[src/design/integer_to_radix_ascii_top_macros.svh]
// Assertion macros for the integer to radix ASCII converter.
`ifndef INTEGER_TO_RADIX_ASCII_TOP_MACROS_SVH
`define INTEGER_TO_RADIX_ASCII_TOP_MACROS_SVH

`ifndef SYNTHESIS
`define ITRA_ASSERT_IMP(label, ante, cons, msg) \
  label: assert property (@(posedge clk) disable iff (!rst_n) (ante) |-> (cons)) \
    else $error(msg);
`define ITRA_ASSERT_NXT(label, ante, cons, msg) \
  label: assert property (@(posedge clk) disable iff (!rst_n) (ante) |=> (cons)) \
    else $error(msg);
`else
`define ITRA_ASSERT_IMP(label, ante, cons, msg)
`define ITRA_ASSERT_NXT(label, ante, cons, msg)
`endif

`endif

[src/design/itra_pkg.sv]
// Shared types, constants and helper functions for the radix ASCII converter.
package itra_pkg;

  localparam int VALUE_WIDTH_DEF = 32;
  localparam int RADIX_W         = 6;
  localparam int DIGIT_W         = 6;
  localparam int CHAR_W          = 7;
  localparam int OUT_TDATA_W     = 8;
  localparam int STEP_BITS       = 8;

  localparam logic [RADIX_W-1:0] RADIX_RESET = RADIX_W'(10);
  localparam logic [RADIX_W-1:0] RADIX_MIN   = RADIX_W'(2);
  localparam logic [RADIX_W-1:0] RADIX_MAX   = RADIX_W'(36);
  localparam logic [RADIX_W-1:0] DECIMAL     = RADIX_W'(10);

  localparam logic [DIGIT_W-1:0] LARGEST_DEC_DIGIT = DIGIT_W'(9);

  localparam logic [CHAR_W-1:0] CHAR_ZERO  = 7'h30;
  localparam logic [CHAR_W-1:0] CHAR_NINE  = 7'h39;
  localparam logic [CHAR_W-1:0] CHAR_A     = 7'h61;
  localparam logic [CHAR_W-1:0] CHAR_Z     = 7'h7a;
  localparam logic [CHAR_W-1:0] CHAR_MINUS = 7'h2d;

  typedef enum logic [2:0] {
    PH_IDLE,
    PH_DIVIDE,
    PH_PREP,
    PH_SIGN,
    PH_EMIT
  } phase_t;

  typedef struct packed {
    logic load;
    logic div_en;
    logic sign_load;
    logic emit_load;
  } ctrl_cmd_t;

  typedef struct packed {
    logic div_done;
    logic minus;
    logic last_digit;
    logic out_free;
    logic cnt_zero;
  } dp_stat_t;

  function automatic logic [RADIX_W-1:0] eff_radix(logic [RADIX_W-1:0] r);
    logic [RADIX_W-1:0] b;
    b = r;
    if (r < RADIX_MIN) begin
      b = RADIX_MIN;
    end else if (r > RADIX_MAX) begin
      b = RADIX_MAX;
    end
    return b;
  endfunction

  function automatic logic [CHAR_W-1:0] char_of_digit(logic [DIGIT_W-1:0] d);
    logic [CHAR_W-1:0] c;
    if (d > LARGEST_DEC_DIGIT) begin
      c = CHAR_W'(d - DIGIT_W'(DECIMAL)) + CHAR_A;
    end else begin
      c = CHAR_W'(d) + CHAR_ZERO;
    end
    return c;
  endfunction

endpackage

[src/design/itra_ctrl.sv]
// Controller state machine sequencing divide, sign and digit output phases.
module itra_ctrl
  import itra_pkg::*;
(
  input  logic      clk,
  input  logic      rst_n,
  input  logic      in_valid,
  output logic      in_ready,
  input  dp_stat_t  stat,
  output ctrl_cmd_t cmd
);

  phase_t state_r, state_nxt;

  always_ff @(posedge clk) begin
    if (!rst_n) begin
      state_r <= PH_IDLE;
    end else begin
      state_r <= state_nxt;
    end
  end

  always_comb begin
    state_nxt = state_r;
    cmd       = '0;
    in_ready  = 1'b0;
    case (state_r)
      PH_IDLE: begin
        in_ready = 1'b1;
        if (in_valid) begin
          cmd.load  = 1'b1;
          state_nxt = PH_DIVIDE;
        end
      end
      PH_DIVIDE: begin
        cmd.div_en = 1'b1;
        if (stat.div_done) begin
          state_nxt = PH_PREP;
        end
      end
      PH_PREP: begin
        state_nxt = stat.minus ? PH_SIGN : PH_EMIT;
      end
      PH_SIGN: begin
        if (stat.out_free) begin
          cmd.sign_load = 1'b1;
          state_nxt     = PH_EMIT;
        end
      end
      PH_EMIT: begin
        if (stat.out_free) begin
          cmd.emit_load = 1'b1;
          if (stat.last_digit) begin
            state_nxt = PH_IDLE;
          end
        end
      end
      default: begin
        state_nxt = PH_IDLE;
      end
    endcase
  end

endmodule

[src/design/itra_dpath.sv]
// Datapath: radix register, shared divide unit, digit store and output register.
module itra_dpath
  import itra_pkg::*;
#(
  parameter int VALUE_WIDTH = VALUE_WIDTH_DEF
) (
  input  logic                   clk,
  input  logic                   rst_n,
  input  logic                   cfg_we,
  input  logic [RADIX_W-1:0]     cfg_radix,
  input  logic [VALUE_WIDTH-1:0] in_value,
  input  ctrl_cmd_t              cmd,
  output dp_stat_t               stat,
  input  logic                   out_ready,
  output logic                   out_valid,
  output logic [CHAR_W-1:0]      out_char,
  output logic                   out_last
);

  localparam int CHUNKS  = (VALUE_WIDTH + STEP_BITS - 1) / STEP_BITS;
  localparam int DIV_W   = CHUNKS * STEP_BITS;
  localparam int CHUNK_W = (CHUNKS > 1) ? $clog2(CHUNKS) : 1;
  localparam int ADDR_W  = $clog2(VALUE_WIDTH);
  localparam int CNT_W   = $clog2(VALUE_WIDTH + 1);
  localparam int DEPTH   = 1 << ADDR_W;

  logic [RADIX_W-1:0] radix_r;
  logic [RADIX_W-1:0] base;
  logic [DIV_W-1:0]   mag_r;
  logic [DIGIT_W-1:0] rem_r;
  logic [CHUNK_W-1:0] chunk_r;
  logic [CNT_W-1:0]   cnt_r, cnt_nxt;
  logic [CNT_W-1:0]   rd_idx;
  logic               minus_r;
  logic [DIGIT_W-1:0] mem [DEPTH];
  logic [DIGIT_W-1:0] rd_data_r;
  logic               out_valid_r;
  logic [CHAR_W-1:0]  out_char_r;
  logic               out_last_r;

  logic [DIV_W-1:0]   div_q;
  logic [DIGIT_W-1:0] div_rem;
  logic               last_chunk;
  logic               load_minus;
  logic [VALUE_WIDTH-1:0] load_mag;
  logic               out_free;

  assign base       = eff_radix(radix_r);
  assign last_chunk = (chunk_r == CHUNK_W'(CHUNKS - 1));
  assign load_minus = in_value[VALUE_WIDTH-1] && (base == DECIMAL);
  assign load_mag   = load_minus ? (~in_value + VALUE_WIDTH'(1)) : in_value;
  assign out_free   = !out_valid_r || out_ready;

  always_comb begin
    logic [DIV_W-1:0]   q;
    logic [DIGIT_W:0]   r;
    q = mag_r;
    r = {1'b0, rem_r};
    for (int i = 0; i < STEP_BITS; i++) begin
      r = {r[DIGIT_W-1:0], q[DIV_W-1]};
      q = {q[DIV_W-2:0], 1'b0};
      if (r >= {1'b0, base}) begin
        r    = r - {1'b0, base};
        q[0] = 1'b1;
      end
    end
    div_q   = q;
    div_rem = r[DIGIT_W-1:0];
  end

  always_comb begin
    cnt_nxt = cnt_r;
    if (cmd.load) begin
      cnt_nxt = '0;
    end else if (cmd.div_en && last_chunk) begin
      cnt_nxt = cnt_r + CNT_W'(1);
    end else if (cmd.emit_load) begin
      cnt_nxt = cnt_r - CNT_W'(1);
    end
  end

  assign rd_idx = cnt_nxt - CNT_W'(1);

  always_ff @(posedge clk) begin
    if (!rst_n) begin
      radix_r     <= RADIX_RESET;
      cnt_r       <= '0;
      chunk_r     <= '0;
      minus_r     <= 1'b0;
      out_valid_r <= 1'b0;
    end else begin
      cnt_r <= cnt_nxt;
      if (cfg_we) begin
        radix_r <= cfg_radix;
      end
      if (cmd.load) begin
        chunk_r <= '0;
        minus_r <= load_minus;
      end else if (cmd.div_en) begin
        chunk_r <= last_chunk ? '0 : chunk_r + CHUNK_W'(1);
      end
      if (cmd.sign_load || cmd.emit_load) begin
        out_valid_r <= 1'b1;
      end else if (out_ready) begin
        out_valid_r <= 1'b0;
      end
    end
  end

  always_ff @(posedge clk) begin
    if (cmd.load) begin
      mag_r <= DIV_W'(load_mag);
      rem_r <= '0;
    end else if (cmd.div_en) begin
      mag_r <= div_q;
      rem_r <= last_chunk ? '0 : div_rem;
    end
    if (cmd.sign_load) begin
      out_char_r <= CHAR_MINUS;
      out_last_r <= 1'b0;
    end else if (cmd.emit_load) begin
      out_char_r <= char_of_digit(rd_data_r);
      out_last_r <= (cnt_r == CNT_W'(1));
    end
  end

  always_ff @(posedge clk) begin
    if (cmd.div_en && last_chunk) begin
      mem[cnt_r[ADDR_W-1:0]] <= div_rem;
    end
    rd_data_r <= mem[rd_idx[ADDR_W-1:0]];
  end

  always_comb begin
    stat            = '0;
    stat.div_done   = last_chunk && (div_q == '0);
    stat.minus      = minus_r;
    stat.last_digit = (cnt_r == CNT_W'(1));
    stat.out_free   = out_free;
    stat.cnt_zero   = (cnt_r == '0);
  end

  assign out_valid = out_valid_r;
  assign out_char  = out_char_r;
  assign out_last  = out_last_r;

endmodule

[src/design/integer_to_radix_ascii_top.sv]
// Integer to radix ASCII converter, top level.
// Flow: accept, then each digit is divided out of the value in a pass over its 8-bit chunks
// (CHUNKS: VALUE_WIDTH/8 rounded up, 4 at 32 bits) through the shared 8-bit-per-cycle divide
// unit, then a prep state, an optional minus and one character per digit, held by output stalls.
// Throughput: one item at a time; the next is taken once the last character is loaded.
// Reset: synchronous, active low; clears control state and sets the radix to 10.
// The digit store is not cleared.
`include "integer_to_radix_ascii_top_macros.svh"
module integer_to_radix_ascii_top
  import itra_pkg::*;
#(
  parameter int VALUE_WIDTH = VALUE_WIDTH_DEF
) (
  input  logic                                clk,
  input  logic                                rst_n,
  input  logic                                cfg_valid,
  output logic                                cfg_ready,
  input  logic [RADIX_W-1:0]                  cfg_data,
  input  logic                                in_tvalid,
  output logic                                in_tready,
  input  logic [((VALUE_WIDTH+7)/8)*8-1:0]    in_tdata,   // value
  output logic                                out_tvalid,
  input  logic                                out_tready,
  output logic [OUT_TDATA_W-1:0]              out_tdata,  // character, zero pad
  output logic                                out_tlast
);

  ctrl_cmd_t         cmd;
  dp_stat_t          stat;
  logic [CHAR_W-1:0] out_char;

  assign cfg_ready = 1'b1;

  itra_ctrl u_ctrl (
    .clk      (clk),
    .rst_n    (rst_n),
    .in_valid (in_tvalid),
    .in_ready (in_tready),
    .stat     (stat),
    .cmd      (cmd)
  );

  itra_dpath #(
    .VALUE_WIDTH (VALUE_WIDTH)
  ) u_dpath (
    .clk       (clk),
    .rst_n     (rst_n),
    .cfg_we    (cfg_valid),
    .cfg_radix (cfg_data),
    .in_value  (in_tdata[VALUE_WIDTH-1:0]),
    .cmd       (cmd),
    .stat      (stat),
    .out_ready (out_tready),
    .out_valid (out_tvalid),
    .out_char  (out_char),
    .out_last  (out_tlast)
  );

  assign out_tdata = OUT_TDATA_W'(out_char);

  `ITRA_ASSERT_NXT(a_busy_after_accept, in_tvalid && in_tready, !in_tready, "ready after accept")
  `ITRA_ASSERT_IMP(a_idle_store_empty, in_tready, stat.cnt_zero, "digits left when idle")
  `ITRA_ASSERT_IMP(a_char_legal, out_tvalid, (out_char == CHAR_MINUS) || ((out_char >= CHAR_ZERO) && (out_char <= CHAR_NINE)) || ((out_char >= CHAR_A) && (out_char <= CHAR_Z)), "illegal character")
  `ITRA_ASSERT_IMP(a_minus_not_last, out_tvalid && (out_char == CHAR_MINUS), !out_tlast, "minus marked last")

endmodule

[config.mk]
export PLATFORM = sky130hd
export DESIGN_NAME = integer_to_radix_ascii_top
export DESIGN_NICKNAME = d
export VERILOG_FILES = /design/src/design/itra_pkg.sv /design/src/design/itra_ctrl.sv /design/src/design/itra_dpath.sv /design/src/design/integer_to_radix_ascii_top.sv
export VERILOG_INCLUDE_DIRS = /design/src /design/src/design
export SDC_FILE = /design/constraint.sdc
export NUM_CORES = 1
export LEC_CHECK = 0
export BUFFER_PORTS_ARGS = -buffer_cell sky130_fd_sc_hd__buf_2
export CAP_MARGIN = 15
export CELL_PAD_IN_SITES_DETAIL_PLACEMENT = 0
export CELL_PAD_IN_SITES_GLOBAL_PLACEMENT = 1
export CORE_ASPECT_RATIO = 0.9
export CORE_MARGIN = 2
export CORE_UTILIZATION = 50
export DETAILED_ROUTE_END_ITERATION = 10
export PLACE_DENSITY = 0.84
export SLEW_MARGIN = 10
export SYNTH_ARGS = -nofsm -noshare
export SYNTH_HDL_FRONTEND = slang
export SYNTH_SLANG_ARGS = --single-unit
[constraint.sdc]
create_clock -name clk -period 23.7 [get_ports clk]
set_input_delay 1.185 -clock clk [delete_from_list [all_inputs] [get_ports clk]]
set_output_delay 1.185 -clock clk [all_outputs]
set_load 0.01 [all_outputs]
After elaboration in Yosys (flattened, before gate mapping)
Memories as Yosys holds them, arrays and structs flattened. A register that Yosys moved wholly into a read port is not among the register bits.
Cells that the tools add are included.
{"block": "totals", "in_bits": 43, "regBits": 65, "mem_bits_rw": 192, "output_inout_bits": 12, "elab_cells": 109, "mem_count": 1}
{"memory": "u_dpath.mem", "words": 32, "word_bits": 6, "read_ports": 1, "rd_ports_with_merged_regs": 1, "wr": 1, "line_no": "itra_dpath.sv:35", "source": "logic [DIGIT_W-1:0] mem [DEPTH];"}
{"block": "op_classes", "n_bitwise": 2, "n_eq_ne": 12, "magnitude_cmp": 11, "reduce_logical": 12, "muxes": 45, "addsub": 16}
{"op": "two-way mux 32 bit", "count": 3}
{"op": "two-way mux 6 bit", "count": 14}
{"op": ">= comparator 7 x 6 -> 1 bit", "count": 8}
{"op": "subtractor 6 bit", "count": 8}
{"op": "adder 32 x 1 -> 32 bit (second input constant)", "count": 1}
{"op": "zero test 32 bit", "count": 1}
{"op": "NOT 32 bit", "count": 1}
{"op": "two-way mux 1 bit", "count": 19}
{"op": "two-way mux 3 bit", "count": 6}
{"op": "case mux 3 bit (5 select lines)", "count": 1}
{"op": "adder 6 x 6 -> 7 bit (second input constant)", "count": 1}
{"op": "adder 7 bit (second input constant)", "count": 1}
{"op": "two-way mux 7 bit", "count": 1}
{"op": "subtractor 6 x 4 -> 7 bit (second input constant)", "count": 1}
{"op": "adder 6 x 1 -> 6 bit (second input constant)", "count": 1}
{"op": "== test 3 x 2 -> 1 bit (second input constant)", "count": 2}
{"op": "== test 6 x 1 -> 1 bit (second input constant)", "count": 1}
{"op": "== test 6 x 4 -> 1 bit (second input constant)", "count": 1}
{"op": "> comparator 6 x 4 -> 1 bit (second input constant)", "count": 1}
{"op": "> comparator 6 bit (second input constant)", "count": 1}
{"op": "< comparator 6 x 2 -> 1 bit (second input constant)", "count": 1}
{"op": "!= test 2 bit (second input constant)", "count": 3}
{"op": "subtractor 6 x 1 -> 6 bit (second input constant)", "count": 1}
{"op": "AND reduction 5 bit", "count": 1}
{"op": "other kinds (14)", "count": 19}

Logic depth before layout (Yosys ltp)
{"block": "depth", "ltp_word": 23, "depth_mapped": 83, "mapped_depth_nobuf": 79}

By module
Synthesis repeated with hierarchy kept, for this count alone.
{"block": "hier_totals", "hier_cells": 1350, "area_unflattened_um2": 14426.3}
{"mod": "itra_dpath", "seq_area_each_um2": 7447.1, "area_per_inst_um2": 14169.8, "n_inst": 1, "cells_each": 1323}
{"mod": "itra_ctrl", "seq_area_each_um2": 60.1, "area_per_inst_um2": 234.0, "n_inst": 1, "cells_each": 23}
{"mod": "integer_to_radix_ascii_top", "seq_area_each_um2": 0.0, "area_per_inst_um2": 22.5, "n_inst": 1, "cells_each": 4}

Worst setup path after synthesis
Ideal clock, no wire load.
{"block": "synth_timing", "path_kind": "register to register", "startpoint": "register u_dpath.radix_r[4]", "endpoint": "memory u_dpath.mem[0][0] (data pin)", "t_required_ps": 23308, "synth_period_minus_slack_ps": 17021, "path_stages_with_launch": 73, "arrival_ps": 16629, "setup_slack_ps": 6679, "cell_sequence": "dfxtp_1 nor3_1 o21ai_0 ha_1 a21oi_1 o221ai_4 mux2_2 ha_1 a21oi_1 o21ai_0 a41oi_1 and2_1 buf_2 mux2_2 ha_1 a2111oi_2 a21oi_1 a211oi_4 (+37 left out) a21boi_0 o21ai_0 o211ai_1 a21o_1 o41ai_4 nand3_1 o21ai_0 mux2i_1 ha_1 nor2b_1 o21ai_0 a21boi_0 o21ai_0 a21oi_1 or3_1 o22ai_4 buf_6 mux2i_1"}
{"block": "synth_via", "elab_chain_len": 19, "elab_cells_between_ends": 28, "classes_between": "8 x add/sub; 10 x order compare; 10 x mux"}
{"element": "start: declaration", "line_no": "itra_dpath.sv:27", "source": "logic [RADIX_W-1:0] radix_r;"}
{"element": "start signal: assignment", "line_no": "itra_dpath.sv:94", "source": "radix_r <= cfg_radix;"}
{"element": "> comparator 6 bit", "line_no": "itra_pkg.sv:52", "source": "end else if (r > RADIX_MAX) begin"}
{"element": "two-way mux 6 bit", "line_no": "itra_pkg.sv:52"}
{"element": "two-way mux 6 bit (*)", "line_no": "itra_pkg.sv:50", "source": "if (r < RADIX_MIN) begin"}
{"element": "subtractor 6 bit / >= comparator 7 x 6 -> 1 bit (equally long branches)", "line_no": "itra_dpath.sv:63, itra_dpath.sv:62"}
{"element": "two-way mux 6 bit", "line_no": "itra_dpath.sv:62", "source": "if (r >= {1'b0, base}) begin"}
{"element": "subtractor 6 bit / >= comparator 7 x 6 -> 1 bit (equally long branches)", "line_no": "itra_dpath.sv:63, itra_dpath.sv:62"}
{"element": "two-way mux 6 bit", "line_no": "itra_dpath.sv:62"}
{"element": "subtractor 6 bit / >= comparator 7 x 6 -> 1 bit (equally long branches)", "line_no": "itra_dpath.sv:63, itra_dpath.sv:62"}
{"element": "(+4 left out)"}
{"element": "two-way mux 6 bit", "line_no": "itra_dpath.sv:62"}
{"element": "subtractor 6 bit / >= comparator 7 x 6 -> 1 bit (equally long branches)", "line_no": "itra_dpath.sv:63, itra_dpath.sv:62"}
{"element": "two-way mux 6 bit", "line_no": "itra_dpath.sv:62"}
{"element": ">= comparator 7 x 6 -> 1 bit / subtractor 6 bit (equally long branches)", "line_no": "itra_dpath.sv:62, itra_dpath.sv:63"}
{"element": "two-way mux 6 bit", "line_no": "itra_dpath.sv:62"}
{"element": ">= comparator 7 x 6 -> 1 bit", "line_no": "itra_dpath.sv:62"}
{"element": "two-way mux 6 bit (*)", "line_no": "itra_dpath.sv:62"}
{"element": "net u_dpath.div_rem[0]", "line_no": "itra_dpath.sv:42", "source": "logic [DIGIT_W-1:0] div_rem;"}
{"element": "end: declaration", "line_no": "itra_dpath.sv:35"}
Mark *: on every way through the listed nets, which the timed path passes. The rest lies on a longest branch.

Worst setup path in the final report
{"block": "layout_timing", "startpoint": "register u_dpath.radix_r[5]", "endpoint": "register u_dpath.rem_r[0]"}
{"block": "layout_via", "elab_chain_len": 20, "elab_cells_between_ends": 29, "classes_between": "8 x add/sub; 10 x order compare; 11 x mux"}
{"element": "> comparator 6 bit", "line_no": "itra_pkg.sv:52"}
{"element": "two-way mux 6 bit", "line_no": "itra_pkg.sv:52"}
{"element": "two-way mux 6 bit (*)", "line_no": "itra_pkg.sv:50"}
{"element": "subtractor 6 bit / >= comparator 7 x 6 -> 1 bit (equally long branches)", "line_no": "itra_dpath.sv:63, itra_dpath.sv:62"}
{"element": "two-way mux 6 bit", "line_no": "itra_dpath.sv:62"}
{"element": "subtractor 6 bit / >= comparator 7 x 6 -> 1 bit (equally long branches)", "line_no": "itra_dpath.sv:63, itra_dpath.sv:62"}
{"element": "two-way mux 6 bit", "line_no": "itra_dpath.sv:62"}
{"element": "subtractor 6 bit / >= comparator 7 x 6 -> 1 bit (equally long branches)", "line_no": "itra_dpath.sv:63, itra_dpath.sv:62"}
{"element": "(+5 left out)"}
{"element": "subtractor 6 bit / >= comparator 7 x 6 -> 1 bit (equally long branches)", "line_no": "itra_dpath.sv:63, itra_dpath.sv:62"}
{"element": "two-way mux 6 bit", "line_no": "itra_dpath.sv:62"}
{"element": ">= comparator 7 x 6 -> 1 bit / subtractor 6 bit (equally long branches)", "line_no": "itra_dpath.sv:62, itra_dpath.sv:63"}
{"element": "two-way mux 6 bit", "line_no": "itra_dpath.sv:62"}
{"element": ">= comparator 7 x 6 -> 1 bit", "line_no": "itra_dpath.sv:62"}
{"element": "two-way mux 6 bit (*)", "line_no": "itra_dpath.sv:62"}
{"element": "net u_dpath.div_rem[0]", "line_no": "itra_dpath.sv:42"}
{"element": "two-way mux 6 bit (*)", "line_no": "itra_dpath.sv:116", "source": "rem_r <= last_chunk ? '0 : div_rem;"}
{"element": "end signal: assignment", "line_no": "itra_dpath.sv:116"}
{"element": "end: declaration", "line_no": "itra_dpath.sv:30", "source": "logic [DIGIT_W-1:0] rem_r;"}
Marks and branches as above.
A chain may end at the register's enable or synchronous reset.

==> results.md <==
* Post-Syn Area at 14490 µm²
* Post-synthesis async set-or-reset flop share at 0%
* H-tree depth at 1
* Synth warn at 0
* Most frequent cells in the layout: 224 x edfxtp_1, 110 x nor2_1, 94 x nand2_1, 62 x ha_1, 61 x o21ai_0
* Largest family of logic cells by synthesized area: multiplexers
* Synth area leader: edfxtp_1
* Syn avg cell area at 12.45 µm²
* Final HPWL DP at 23980 µm
* Commonest non-fill, non-tap cell in the layout: edfxtp_1
* Finish-stage setup viols at 0
* DRC violations left at 0
* TritonCTS clock tree: done
* Gate Count Post-Synth at approximately 1200
* Syn Nets at 1276
* Synth Register Bits at 263
* Post-synthesis simple-gate area fraction at 10.94%
* Clk_skew at between 0.02 and 0.025 ns
* Die ar. at 30350 µm²
* Post-CTS resize count at 0
* Setup TNS at 0 ns
* Antenna violations before repair at 0
* Relative slew slack at 34.71%
* I/O pin cnt at 55
* Register area share after synthesis at 51.83%
* Area share of the largest cell type after synthesis at around 46%
* # hold bufs at CTS at 0
* Ys flop type: edfxtp_1
* Post-synthesis mux area share at 13.09%
* Total clock sinks at ~260
* Vias in the first global route at 9362
* Worst slew pin tran at 0.9704 ns
* Startpoint Class: flip-flop
* Worst path required time at 24.18 ns
* Initial DRC Count at approximately 900
* Synth top area cells: edfxtp_1 46%, mux4_2 9.3%, dfxtp_1 5.4%, ha_1 5.4%, nor2_1 2.9%
* Layout cells sized above 1 at 18.18%
* Total congestion overflow at 0
* Hold WC Path Type: flip-flop to flip-flop
* Final GP Congestion at 0.9104
* Total number of vias at 9598
* Peak Freq at 50.73 MHz
* DRT antenna net count at 0
* First-pass GRT wire length at 52690 µm
* Count of final max-slew check failures at 0
* Core box area at about 29000 µm²
* Reg clk slew, reported paths at 0.06 ns
* Number of port buffers at 52
* Clk buf depth at 3
* Post-CTS Setup Inserts at 0
* Latest clock arrival within the worst-skew pair at 0.55 ns
* Adder-cell share of the synthesized area at 6.461%
* Critical Path Most Common Cell: o21ai_0
* Vias per cell at 6.006
* CP Capture Type: flip-flop
* DIE WIDTH at 183.4 µm
* CP Data Arrival Time at roughly 20 ns
* Pin count of the biggest net entering global routing at between 60 and 70
* Post-Route WL at 33960 µm
* Slowest cell delay on critical path at 0.74 ns
* Number of max-cap violations at 0
* Post-layout min period at a little under 20 ns
* RSZ-0062 raised after global routing: false
* Num rows at 59
* CTS Buf Count at 27
* Post-synth EDFFs at 224
* CP Max Fanout at 21
* Synthesis-to-layout area growth at 10.87%
* Initial Util at around half
* Hold Vio Cnt, Final at 0
* Pre-antenna DRT Iters at 5
* Global-route usage over all layers at a little under a quarter
* Unique masters post-synth at 82
* CTS root buf: clkbuf_16
* Compound-Gate Fraction of Synth Area at about 11%
* Max stage delay cell, worst path: mux2i_2
* Final #Nets at 1324
* Drt wl/cell at 21.25 µm
* Die outline height at ~170 µm
* Status: finished clean
* Diodes inserted at 0
* Tcrit/Tclk final at between 80 and 90%
* Post-Synth XOR/XNOR Area at 3.809%
* Setup CP Type: flip-flop to flip-flop
==> cells by family after synthesis <==
group / Yosys count
other: 2
and+or+nand+nor: 335
AOI/OAI and AO/OA: 229
adders and majority gates: 70
xor gates and xnor gates: 63
DFF: 263
muxes: 110
buffers and inverters: 91
==> cell usage after synthesis (all sizes together) (16+ instances only) <==
cell	count
edfxtp	224
a21oi	55
dfxtp	39
nor3	17
ha	62
xor2	26
clkbuf	27
mux4	60
buf	16
nor2	111
nand2	95
inv	48
xnor2	37
mux2	26
o21ai	65
nand3	17
mux2i	24
==> metrics by stage <==
stage                     area (µm²)  instances  util, %  hold slack [ns]  setup slack [ns]
after floorplan                14490       1163        -           0.4391             6.679
after global placement         15100       1547    52.57           0.4452             5.081
after detailed placement       15100       1547    52.57           0.4468             4.384
after CTS                      16030       1597    55.83           0.4573             4.326
after global routing           16060       1598    55.92           0.4769             2.492
final                          16060       1598    55.92           0.4527             3.988
==> path summary, 6_finish.rpt <==
check / start / to / slack (ns) / cells after the start
min reg2reg: u_dpath.out_char[4] / u_dpath.out_char[4] / 0.45 / 2
max: u_dpath.radix_r[5] / u_dpath.rem_r[0] / 3.99 / 70
min: u_dpath.out_char[4] / u_dpath.out_char[4] / 0.45 / 2
max reg2reg: u_dpath.radix_r[5] / u_dpath.rem_r[0] / 3.99 / 70
==> per-layer routing <==
layer	routed length, µm	track usage, %	vias up
li1	-	-	4513
met1	15420	32.38	4676
met2	15400	36.47	350
met3	2283	2.939	59
met4	858	6.255	0
met5	0	0	-
==> state kept, by name, indices dropped and copies added, names as in the netlist <==
name               flops
u_dpath.chunk_r        2
u_dpath.mag_r         32
u_dpath.out_char       7
u_dpath.minus_r        1
u_dpath.rd_data_r      6
u_dpath.mem          192
u_ctrl.state_r         3
u_dpath.radix_r        6
u_dpath.out_valid      1
u_dpath.out_last       1
u_dpath.cnt_r          6
u_dpath.rem_r          6
==> cell type report <==
| class | instances | area [µm²] |
|---|---|---|
| Clock inverter | 20 | 237.7 |
| Inverter | 48 | 180.2 |
| Sequential cell | 263 | 7507 |
| Clock buffer | 30 | 696.9 |
| Fill cell | 2311 | 12660 |
| Tap cell | 366 | 457.9 |
| Multi-Input combinational cell | 809 | 6624 |
| Timing Repair Buffer | 62 | 355.3 |
==> critical path, delay by kind of cell (launching register included) <==
family	cells	cell delay, ns
buf+inv	4	1.00
mux	4	1.89
simple gates	17	4.72
compound gates	37	8.98
flops	1	0.33
fa+ha+maj	8	2.72
Power is not shown: default switching activity piles up to over one toggle a cycle in this logic, so the estimate is an artifact.
